==> config.mk <==
export PLATFORM = sky130hd
export DESIGN_NAME = dynamic_priority_scheduler_top
export DESIGN_NICKNAME = d
export VERILOG_FILES = /design/src/hw/rtl/dps_pkg.sv /design/src/hw/rtl/dynamic_priority_scheduler_top.sv /design/src/hw/rtl/dps_cell.sv /design/src/hw/rtl/dps_ctrl.sv
export SDC_FILE = /design/constraint.sdc
export NUM_CORES = 1
export LEC_CHECK = 0
export CAP_MARGIN = 25
export CORE_UTILIZATION = 45
export CTS_CLUSTER_DIAMETER = 120
export DETAILED_ROUTE_END_ITERATION = 7
export DONT_BUFFER_PORTS = 1
export GPL_TIMING_DRIVEN = 0
export PLACE_DENSITY = 0.69
export SETUP_SLACK_MARGIN = 0.05
export SLEW_MARGIN = 10
export SYNTH_ARGS = -nofsm -noshare
export SYNTH_HDL_FRONTEND = slang
export SYNTH_HIERARCHICAL = 1
export SYNTH_SLANG_ARGS = --single-unit
==> constraint.sdc <==
create_clock -name clk -period 4.38 [get_ports clk]
set_input_delay 0.219 -clock clk [delete_from_list [all_inputs] [get_ports clk]]
set_output_delay 0.219 -clock clk [all_outputs]
set_load 0.05 [all_outputs]
==> src/hw/rtl/dps_pkg.sv <==
// Shared types and constants for the dynamic priority scheduler.
`default_nettype none
package dps_pkg;

	localparam int PRI_W = 13;
	localparam int CFG_W = 8;

	typedef logic signed [PRI_W-1:0] pri_t;

	typedef struct packed {
		logic       valid;
		logic       done;
		logic [7:0] rem;
		pri_t       pri;
		logic [7:0] cpu;
	} slot_t;

	localparam logic       OP_ADD  = 1'b0;
	localparam logic       OP_TICK = 1'b1;

	localparam logic [1:0] ST_ADDED  = 2'd0;
	localparam logic [1:0] ST_REJECT = 2'd1;
	localparam logic [1:0] ST_RAN    = 2'd2;
	localparam logic [1:0] ST_IDLE   = 2'd3;

	localparam logic       REG_BASE = 1'b0;
	localparam logic       REG_STEP = 1'b1;

	localparam logic [7:0] BASE_RST = 8'd50;
	localparam logic [3:0] STEP_RST = 4'd3;

	localparam pri_t       PRI_MIN  = -13'sd4096;
	localparam logic [7:0] CPU_MAX  = 8'd255;

endpackage
`default_nettype wire

==> src/hw/rtl/dynamic_priority_scheduler_top.sv <==
// Top level: process table as a ring of slot cells plus the scan sequencer.
// An add or a tick first takes one pass over the ring to pick the slot and, if one is
// picked, a second pass to update it; a rejected add or an idle tick ends after the
// first pass. One comparator at the ring head sees one slot per cycle. A new request
// is taken in the cycle done is high. Results cannot be stalled. Reset empties the
// table and loads 50 and 3.
`default_nettype none
module dynamic_priority_scheduler_top #(
	parameter int SLOTS = 16
) (
	input  wire logic                      clk,
	input  wire logic                      arst_n,
	input  wire logic                      start,
	output logic                           busy,
	input  wire logic                      op,
	input  wire logic [7:0]                need_time,
	input  wire logic                      cfg_we,
	input  wire logic                      cfg_addr,
	input  wire logic [dps_pkg::CFG_W-1:0] cfg_wdata,
	output logic                           done,
	output logic [1:0]                     status,
	output logic [3:0]                     slot_id,
	output logic [7:0]                     remaining_time,
	output logic signed [12:0]             priority_now,
	output logic [7:0]                     cpu_used,
	output logic                           finished
);

	logic [7:0] base_q;
	logic [3:0] step_q;

	dps_pkg::slot_t ring [SLOTS];
	dps_pkg::slot_t wb;
	logic           shift;

	always_ff @(posedge clk or negedge arst_n) begin
		if (!arst_n) begin
			base_q <= dps_pkg::BASE_RST;
			step_q <= dps_pkg::STEP_RST;
		end else if (cfg_we) begin
			if (cfg_addr == dps_pkg::REG_BASE)
				base_q <= cfg_wdata;
			if (cfg_addr == dps_pkg::REG_STEP)
				step_q <= cfg_wdata[3:0];
		end
	end

	for (genvar i = 0; i < SLOTS; i++) begin : g_cell
		dps_pkg::slot_t d;
		if (i == SLOTS - 1) begin : g_tail
			assign d = wb;
		end else begin : g_mid
			assign d = ring[i+1];
		end
		dps_cell u_cell (
			.clk    (clk),
			.arst_n (arst_n),
			.shift  (shift),
			.d      (d),
			.q      (ring[i])
		);
	end

	dps_ctrl #(
		.SLOTS (SLOTS)
	) u_ctrl (
		.clk            (clk),
		.arst_n         (arst_n),
		.start          (start),
		.op             (op),
		.need_time      (need_time),
		.base           (base_q),
		.step           (step_q),
		.head           (ring[0]),
		.wb             (wb),
		.shift          (shift),
		.busy           (busy),
		.done           (done),
		.status         (status),
		.slot_id        (slot_id),
		.remaining_time (remaining_time),
		.priority_now   (priority_now),
		.cpu_used       (cpu_used),
		.finished       (finished)
	);

endmodule
`default_nettype wire

==> src/hw/rtl/dps_cell.sv <==
// One slot of the rotating process table.
`default_nettype none
module dps_cell (
	input  wire logic           clk,
	input  wire logic           arst_n,
	input  wire logic           shift,
	input  wire dps_pkg::slot_t d,
	output dps_pkg::slot_t      q
);

	logic       valid_q;
	logic       done_q;
	logic [7:0] rem_q;
	dps_pkg::pri_t pri_q;
	logic [7:0] cpu_q;

	always_ff @(posedge clk or negedge arst_n) begin
		if (!arst_n) begin
			valid_q <= 1'b0;
			done_q  <= 1'b0;
		end else if (shift) begin
			valid_q <= d.valid;
			done_q  <= d.done;
		end
	end

	always_ff @(posedge clk) begin
		if (shift) begin
			rem_q <= d.rem;
			pri_q <= d.pri;
			cpu_q <= d.cpu;
		end
	end

	assign q = '{valid: valid_q, done: done_q, rem: rem_q, pri: pri_q, cpu: cpu_q};

endmodule
`default_nettype wire

==> src/hw/rtl/dps_ctrl.sv <==
// Sequencer: scans the ring head for a target slot, then, unless it rejects, updates it on the next pass.
`default_nettype none
module dps_ctrl #(
	parameter int SLOTS = 16
) (
	input  wire logic           clk,
	input  wire logic           arst_n,
	input  wire logic           start,
	input  wire logic           op,
	input  wire logic [7:0]     need_time,
	input  wire logic [7:0]     base,
	input  wire logic [3:0]     step,
	input  wire dps_pkg::slot_t head,
	output dps_pkg::slot_t      wb,
	output logic                shift,
	output logic                busy,
	output logic                done,
	output logic [1:0]          status,
	output logic [3:0]          slot_id,
	output logic [7:0]          remaining_time,
	output logic signed [12:0]  priority_now,
	output logic [7:0]          cpu_used,
	output logic                finished
);

	localparam int IW = (SLOTS > 1) ? $clog2(SLOTS) : 1;

	localparam logic [1:0] S_IDLE  = 2'd0;
	localparam logic [1:0] S_SCAN  = 2'd1;
	localparam logic [1:0] S_APPLY = 2'd2;

	logic [1:0]    state_q;
	logic [IW-1:0] cnt_q;
	logic          found_q;
	logic          done_q;
	logic          op_q;
	logic [7:0]    need_q;
	logic [IW-1:0] tgt_q;
	dps_pkg::pri_t best_pri_q;

	logic [1:0]         status_q;
	logic [3:0]         slot_id_q;
	logic [7:0]         rem_out_q;
	dps_pkg::pri_t      pri_out_q;
	logic [7:0]         cpu_out_q;
	logic               fin_q;

	logic          free;
	logic          ready;
	logic          take;
	logic          found_n;
	logic          last;
	logic          apply_hit;
	logic          reject;
	logic [7:0]    rem_dec;
	logic signed [13:0] pri_dec;
	dps_pkg::pri_t pri_sat;
	dps_pkg::pri_t pri_add;
	logic [IW+3:0] tgt_ext;

	always_comb begin
		free      = !head.valid || head.done;
		ready     = head.valid && !head.done;
		take      = 1'b0;
		if (state_q == S_SCAN) begin
			if (op_q == dps_pkg::OP_ADD)
				take = !found_q && free;
			else
				take = ready && (!found_q || ($signed(head.pri) > best_pri_q));
		end
		found_n   = found_q || take;
		last      = (cnt_q == IW'(SLOTS - 1));
		apply_hit = (state_q == S_APPLY) && (cnt_q == tgt_q);
		reject    = (op_q == dps_pkg::OP_ADD) ? (!found_n || need_q == 8'd0) : !found_n;

		rem_dec = (head.rem != 8'd0) ? head.rem - 8'd1 : 8'd0;
		pri_dec = {head.pri[12], head.pri} - $signed({10'd0, step});
		pri_sat = (pri_dec < -14'sd4096) ? dps_pkg::PRI_MIN : pri_dec[12:0];
		pri_add = $signed({5'd0, base}) - $signed({5'd0, need_q});

		wb = head;
		if (apply_hit) begin
			if (op_q == dps_pkg::OP_ADD) begin
				wb.valid = 1'b1;
				wb.done  = 1'b0;
				wb.rem   = need_q;
				wb.pri   = pri_add;
				wb.cpu   = 8'd0;
			end else begin
				wb.pri  = pri_sat;
				wb.cpu  = (head.cpu == dps_pkg::CPU_MAX) ? head.cpu : head.cpu + 8'd1;
				wb.rem  = rem_dec;
				wb.done = (rem_dec == 8'd0);
			end
		end
		tgt_ext = {4'd0, tgt_q};
	end

	assign shift = (state_q != S_IDLE);
	assign busy  = (state_q != S_IDLE);

	always_ff @(posedge clk or negedge arst_n) begin
		if (!arst_n) begin
			state_q <= S_IDLE;
			cnt_q   <= '0;
			found_q <= 1'b0;
			done_q  <= 1'b0;
		end else begin
			done_q <= 1'b0;
			case (state_q)
				S_IDLE: begin
					if (start) begin
						state_q <= S_SCAN;
						cnt_q   <= '0;
						found_q <= 1'b0;
					end
				end
				S_SCAN: begin
					cnt_q   <= cnt_q + IW'(1);
					found_q <= found_n;
					if (last) begin
						cnt_q <= '0;
						if (reject) begin
							state_q <= S_IDLE;
							done_q  <= 1'b1;
						end else begin
							state_q <= S_APPLY;
						end
					end
				end
				S_APPLY: begin
					cnt_q <= cnt_q + IW'(1);
					if (last) begin
						cnt_q   <= '0;
						state_q <= S_IDLE;
						done_q  <= 1'b1;
					end
				end
				default: begin
					state_q <= S_IDLE;
				end
			endcase
		end
	end

	always_ff @(posedge clk) begin
		if (state_q == S_IDLE && start) begin
			op_q   <= op;
			need_q <= need_time;
		end
		if (take) begin
			tgt_q      <= cnt_q;
			best_pri_q <= head.pri;
		end
		if (state_q == S_SCAN && last && reject) begin
			status_q  <= (op_q == dps_pkg::OP_ADD) ? dps_pkg::ST_REJECT : dps_pkg::ST_IDLE;
			slot_id_q <= 4'd0;
			rem_out_q <= 8'd0;
			pri_out_q <= '0;
			cpu_out_q <= 8'd0;
			fin_q     <= 1'b0;
		end
		if (apply_hit) begin
			status_q  <= (op_q == dps_pkg::OP_ADD) ? dps_pkg::ST_ADDED : dps_pkg::ST_RAN;
			slot_id_q <= tgt_ext[3:0];
			rem_out_q <= wb.rem;
			pri_out_q <= wb.pri;
			cpu_out_q <= wb.cpu;
			fin_q     <= (op_q == dps_pkg::OP_TICK) && wb.done;
		end
	end

	assign done           = done_q;
	assign status         = status_q;
	assign slot_id        = slot_id_q;
	assign remaining_time = rem_out_q;
	assign priority_now   = pri_out_q;
	assign cpu_used       = cpu_out_q;
	assign finished       = fin_q;

endmodule
`default_nettype wire

======== Word level (Yosys, flattened, before mapping) ========
Cells that the tools add are included.
Widths: inputs -> output; s select.
operators by class
  $add $sub $neg .......................... 5
  order comparisons ....................... 2
  eq/ne operators ......................... 8
  mux-type cells .......................... 36
  bitwise gates (word level) .............. 1
  reductions and logical operators ........ 30
operators by type and width
  operator              count
  $mux 8                5
  $mux 13               3
  $mux 31               1
  $mux 30               1
  $logic_not 8->1       2
  $mux 2                8
  $mux 4                4
  $lt 14x13->1 const B  1
  $sub 13x5->14         1
  $gt 13x13->1          1
  $mux 1                10
  $sub 8x8->9           1
  $add 8x1->8 const B   1
  $eq 8x8->1 const B    1
  $logic_and 1x1->1     8
  $pmux 4 s2            1
  $reduce_and 2->1      4
  $reduce_bool 2->1     4
  $reduce_bool 8->1     1
  $sub 8x1->8 const B   1
  $pmux 2 s3            1
  $add 4x1->4 const B   1
  $eq 4x4->1            1
  $eq 4x4->1 const B    1
  other kinds (11)      19
storage, ports and cells
  register bits after elaboration ......... 578
  input port bits ......................... 22
  output and inout bits ................... 38
  word-level logic and storage cells ...... 178

======== Depth between registers and ports, before layout ========
  depth after elaboration ................. 12
  gate-level depth with buffers ........... 11
  depth with buffers taken out ............ 10

======== Cells and area by module ========
The synthesis kept the hierarchy.
by module, submodules not included
  module                          instances  cells each  area each (µm²)  sequential area each (µm²)
  dps_cell                        16         35          958.4            920.9
  dps_ctrl                        1          491         4,729.5          2,062.0
  dynamic_priority_scheduler_top  1          27          500.5            306.5

======== Least setup slack after synthesis ========
Ideal clock, no wire load.
  path type ............................... register to register
  start ................................... register u_ctrl.state_q[0]
  end ..................................... register g_cell[0].u_cell.done_q
  library setup time ...................... 0.081 ns
  arrival ................................. 4.906 ns
  required time ........................... 4.299 ns
  slack ................................... -0.607 ns
  stages on the path, launching flop included .. 6
  path buffers ............................ 1
  clock period less this slack ............ 4.987 ns
  cells stage by stage .................... dfrtp_1 -> inv_1 -> ha_1 -> inv_1 -> buf_4 -> mux2_2
between the ends
  longest elaborated chain between the ends .. 1
RTL lines
  element                 RTL line                              RTL
  from (decl)             dps_ctrl.sv:32                        logic [1:0] state_q;
  from (signal assigned)  dps_ctrl.sv:104                       state_q <= S_IDLE;
  from (signal assigned)  dps_ctrl.sv:113                       state_q <= S_SCAN;
  from (signal assigned)  dps_ctrl.sv:124                       state_q <= S_IDLE;
  $reduce_bool 2->1       --
  named net busy          dynamic_priority_scheduler_top.sv:14  output logic busy,
  to (signal assigned)    dps_cell.sv:23                        done_q <= d.done;
  to (decl)               dps_cell.sv:12                        logic done_q;
The timed path passes the listed nets, and every way through them passes these cells.
A chain may end at the register's enable or synchronous reset.

======== Worst setup path after layout ========
  start ................................... register u_ctrl.state_q[0]
  end ..................................... register g_cell[1].u_cell.cpu_q[2], enable pin
between the ends
  longest elaborated chain between the ends .. 1
RTL lines
  element               RTL line                              RTL
  $reduce_bool 2->1     --
  named net busy        dynamic_priority_scheduler_top.sv:14
  to (signal assigned)  dps_cell.sv:31                        cpu_q <= d.cpu;
  to (decl)             dps_cell.sv:15                        logic [7:0] cpu_q;
The timed path passes the listed nets, and every way through them passes these cells.

==> results.md <==
* Reg-to-Reg Start: u_ctrl/state_q[0]
* Syn Nets at 1133
* Clock latency on the worst-skew pair at 0.60 ns
* Die Area at 46600 sq um
* Grt ovf at 0
* Synthesized flop and latch total at 578
* CTS Root Cell: clkbuf_16
* Clock transition at the registers of the reported paths at 0.06 ns
* # Post-CTS Setup Buffers at 0
* CTS Buf Count at 55
* Worst VDD drop at 0.00118 V
* Synthesized area at 20600 sq um
* Highest metal used: met4
* RSZ-0062 raised after global routing: no
* Slew @ Worst Pin at 0.687 ns
* Setup WS post-layout at 1.06 ns
* Starting Density at 0.461
* R2R cell count at 6
* CTS tree: built
* Hold path depth at 2
* Slew headroom at 0.539
* Pwr Density at 703 nW/um^2
* Asr flop ratio synth at 0.0900
* Nets at 1225
* Main synth FF type: edfxtp_1
* Post-cts sizing count at 0
* Fin. max-slew vios at 0
* Synth-to-layout area growth at 14.7%
* Clock Sinks at 578
* DR WL met2 at 14500 microns
* Worst Setup SP: u_ctrl/state_q[0]
* Hold_sp: cfg_we
* Final setup violation count at 0
* Die height at 216 microns
* Total GRT Usage at 0.146
* Share of cells above drive strength 1 at 0.164
* Critical Path Fanout Max at 128
* Top Ports at 60
* Fin crit period at 3.32 ns
* Required time of the critical path at 4.59 ns
* Die Wd at 216 microns
* H-Tree Depth at 2
* Fmax at 301 MHz
* Design Area, Final at 23600 sq um
* Vias at 9396
* Yosys warning count at 6
* DP HPWL at 20600 microns
* Largest net degree at the start of global routing at 129
* DP Worst Slack at 1.15 ns
* Initial antenna violation count at 1
* Post-DP Area at 21500 sq um
* MaxCap Viol Count at 0
* Worst Hold Class: in -> reg
* Worst clock skew at 0.0302 ns
* Clock Path Buffers at 3
* Commonest cells after routing, fill and taps aside: edfxtp_1, clkbuf_16, dfrtp_1
* Mapped Avg Cell Area at 19.1 sq um
* Final hold viol count at 0
* Drc violations at 0
* DRT Pass-1 Iters at 5
* Via/cell ratio at 5.19
* Unique masters post-synth at 74
* Number of global-route vias before repair at 9177
* Setup crit end kind: flip-flop
* WL met1 at 15900 microns
* WL final at 33500 microns
* Kind of critical path: reg -> reg
* Core Region at 44600 sq um
* Initial DRC count at 864
* Final Wtd Congestion at 0.872
* First-pass GRT wire length at 52400 microns
* Detail Route Antenna Nets at 0
* Site Rows at 77
* Data arrival, critical path at 3.53 ns
* Overall power at 16600 uW
* DR WL/cell at 18.5 microns
* Mapped Cells at 1078
* Crit share post-route at 0.758
* Status: finished clean
* Met3 WL at 2290 microns
* Sequential-to-total area share from yosys stat at 0.832
* EDFF count, synth at 526
* LEAKAGE at 0.00851 uW
* Commonest non-fill, non-tap cell in the layout: edfxtp_1
* PortBufs at 0
* Setup crit start kind: flip-flop
## Yosys cell counts, types with 5 or more instances
| master | count | area share |
|---|---|---|
| o21ai_0 | 20 | 0.0049 |
| xor2_1 | 10 | 0.0043 |
| mux2_2 | 36 | 0.020 |
| buf_2 | 10 | 0.0024 |
| dfrtp_1 | 47 | 0.057 |
| a21oi_1 | 41 | 0.010 |
| edfxtp_1 | 526 | 0.77 |
| ha_1 | 31 | 0.019 |
| xnor2_1 | 11 | 0.0047 |
| buf_4 | 33 | 0.012 |
| and2_1 | 8 | 0.0024 |
| nand2_1 | 33 | 0.0060 |
| a22o_1 | 8 | 0.0034 |
| a211oi_1 | 5 | 0.0018 |
| clkbuf_1 | 8 | 0.0015 |
| mux2_4 | 8 | 0.0058 |
| a21o_1 | 12 | 0.0044 |
| nor2_1 | 42 | 0.0077 |
| dfstp_2 | 5 | 0.0064 |
| inv_1 | 40 | 0.0073 |
| nand2b_1 | 10 | 0.0030 |
| nand3_1 | 10 | 0.0024 |
| nor3_1 | 13 | 0.0032 |
| o21ai_1 | 20 | 0.0049 |
| a31oi_1 | 7 | 0.0021 |
## layout make-up
cell class	count	area, sq um
sequential	578	17100
clock inverter	32	312
timing repair buffer	35	454
multi-input combinational	403	2960
inverter	42	158
fill	3490	21000
antenna	2	5.00
buffer	55	373
clock buffer	71	1480
tap	592	741
## state kept, by name (all words and copies together) (netlist names), 8 cells and up
register	cells
g_cell.u_cell/pri_q	208
base_q	8
g_cell.u_cell/rem_q	128
u_ctrl/priority_now	13
g_cell.u_cell/valid_q	16
g_cell.u_cell/cpu_q	128
u_ctrl/best_pri_q	13
g_cell.u_cell/done_q	16
u_ctrl/cpu_used	8
u_ctrl/need_q	8
u_ctrl/remaining_time	8
## through the flow
stage,instances,TNS [ns],hold WS [ns],util
floorplan,1078,0,-0.0766,-
global placement,1670,-238.65,-0.0748,0.478
detailed placement,1678,0,-0.0750,0.482
CTS,1808,0,0.00434,0.529
global route,1809,0,0.0217,0.529
finish,1810,0,0.0225,0.529
## final timing paths
check,endpoint,slack (ns)
setup / recovery,g_cell[1].u_cell/cpu_q[2],1.06
hold reg to reg,g_cell[6].u_cell/pri_q[6],0.41
max in group asynchronous,step_q[0],3.95
hold / removal,step_q[1],0.02
setup reg to reg,g_cell[1].u_cell/cpu_q[2],1.06
min in group asynchronous,u_ctrl/cnt_q[3],0.13
## routing by layer
metal / GRT usage / vias up
li1: - / 4310
met1: 0.224 / 4723
met2: 0.205 / 294
met3: 0.0366 / 69
met4: 0.0459 / 0
met5: 0 / -
## worst max-delay path: stages, from the launching register on
cell     delay (ns)
dfrtp_1        0.40
inv_1          0.08
ha_1           0.29
inv_1          0.46
buf_8          0.50
buf_16         0.51
buf_16         0.45
## cells by family after synthesis
kind of cell    share of synthesized area
simple gates                       0.0379
mux                                0.0265
flops                               0.832
compound gates                     0.0487
fa+ha+maj                          0.0208
xor+xnor                          0.00894
buf+inv                            0.0254
## report_power, final
part / internal, uW / switching, uW / total [uW]
Combinational: 710 / 1640 / 2350
Sequential: 8880 / 697 / 9580
Clock: 2690 / 1960 / 4650
## repair_timing
| item | 4_1_cts | 5_1_grt |
|---|---|---|
| hold endpoints to repair | 76 | 0 |
| hold buffers | 27 | 0 |
| endpoints found under the setup margin | 0 | 0 |
(Power assumes the default switching activity.)
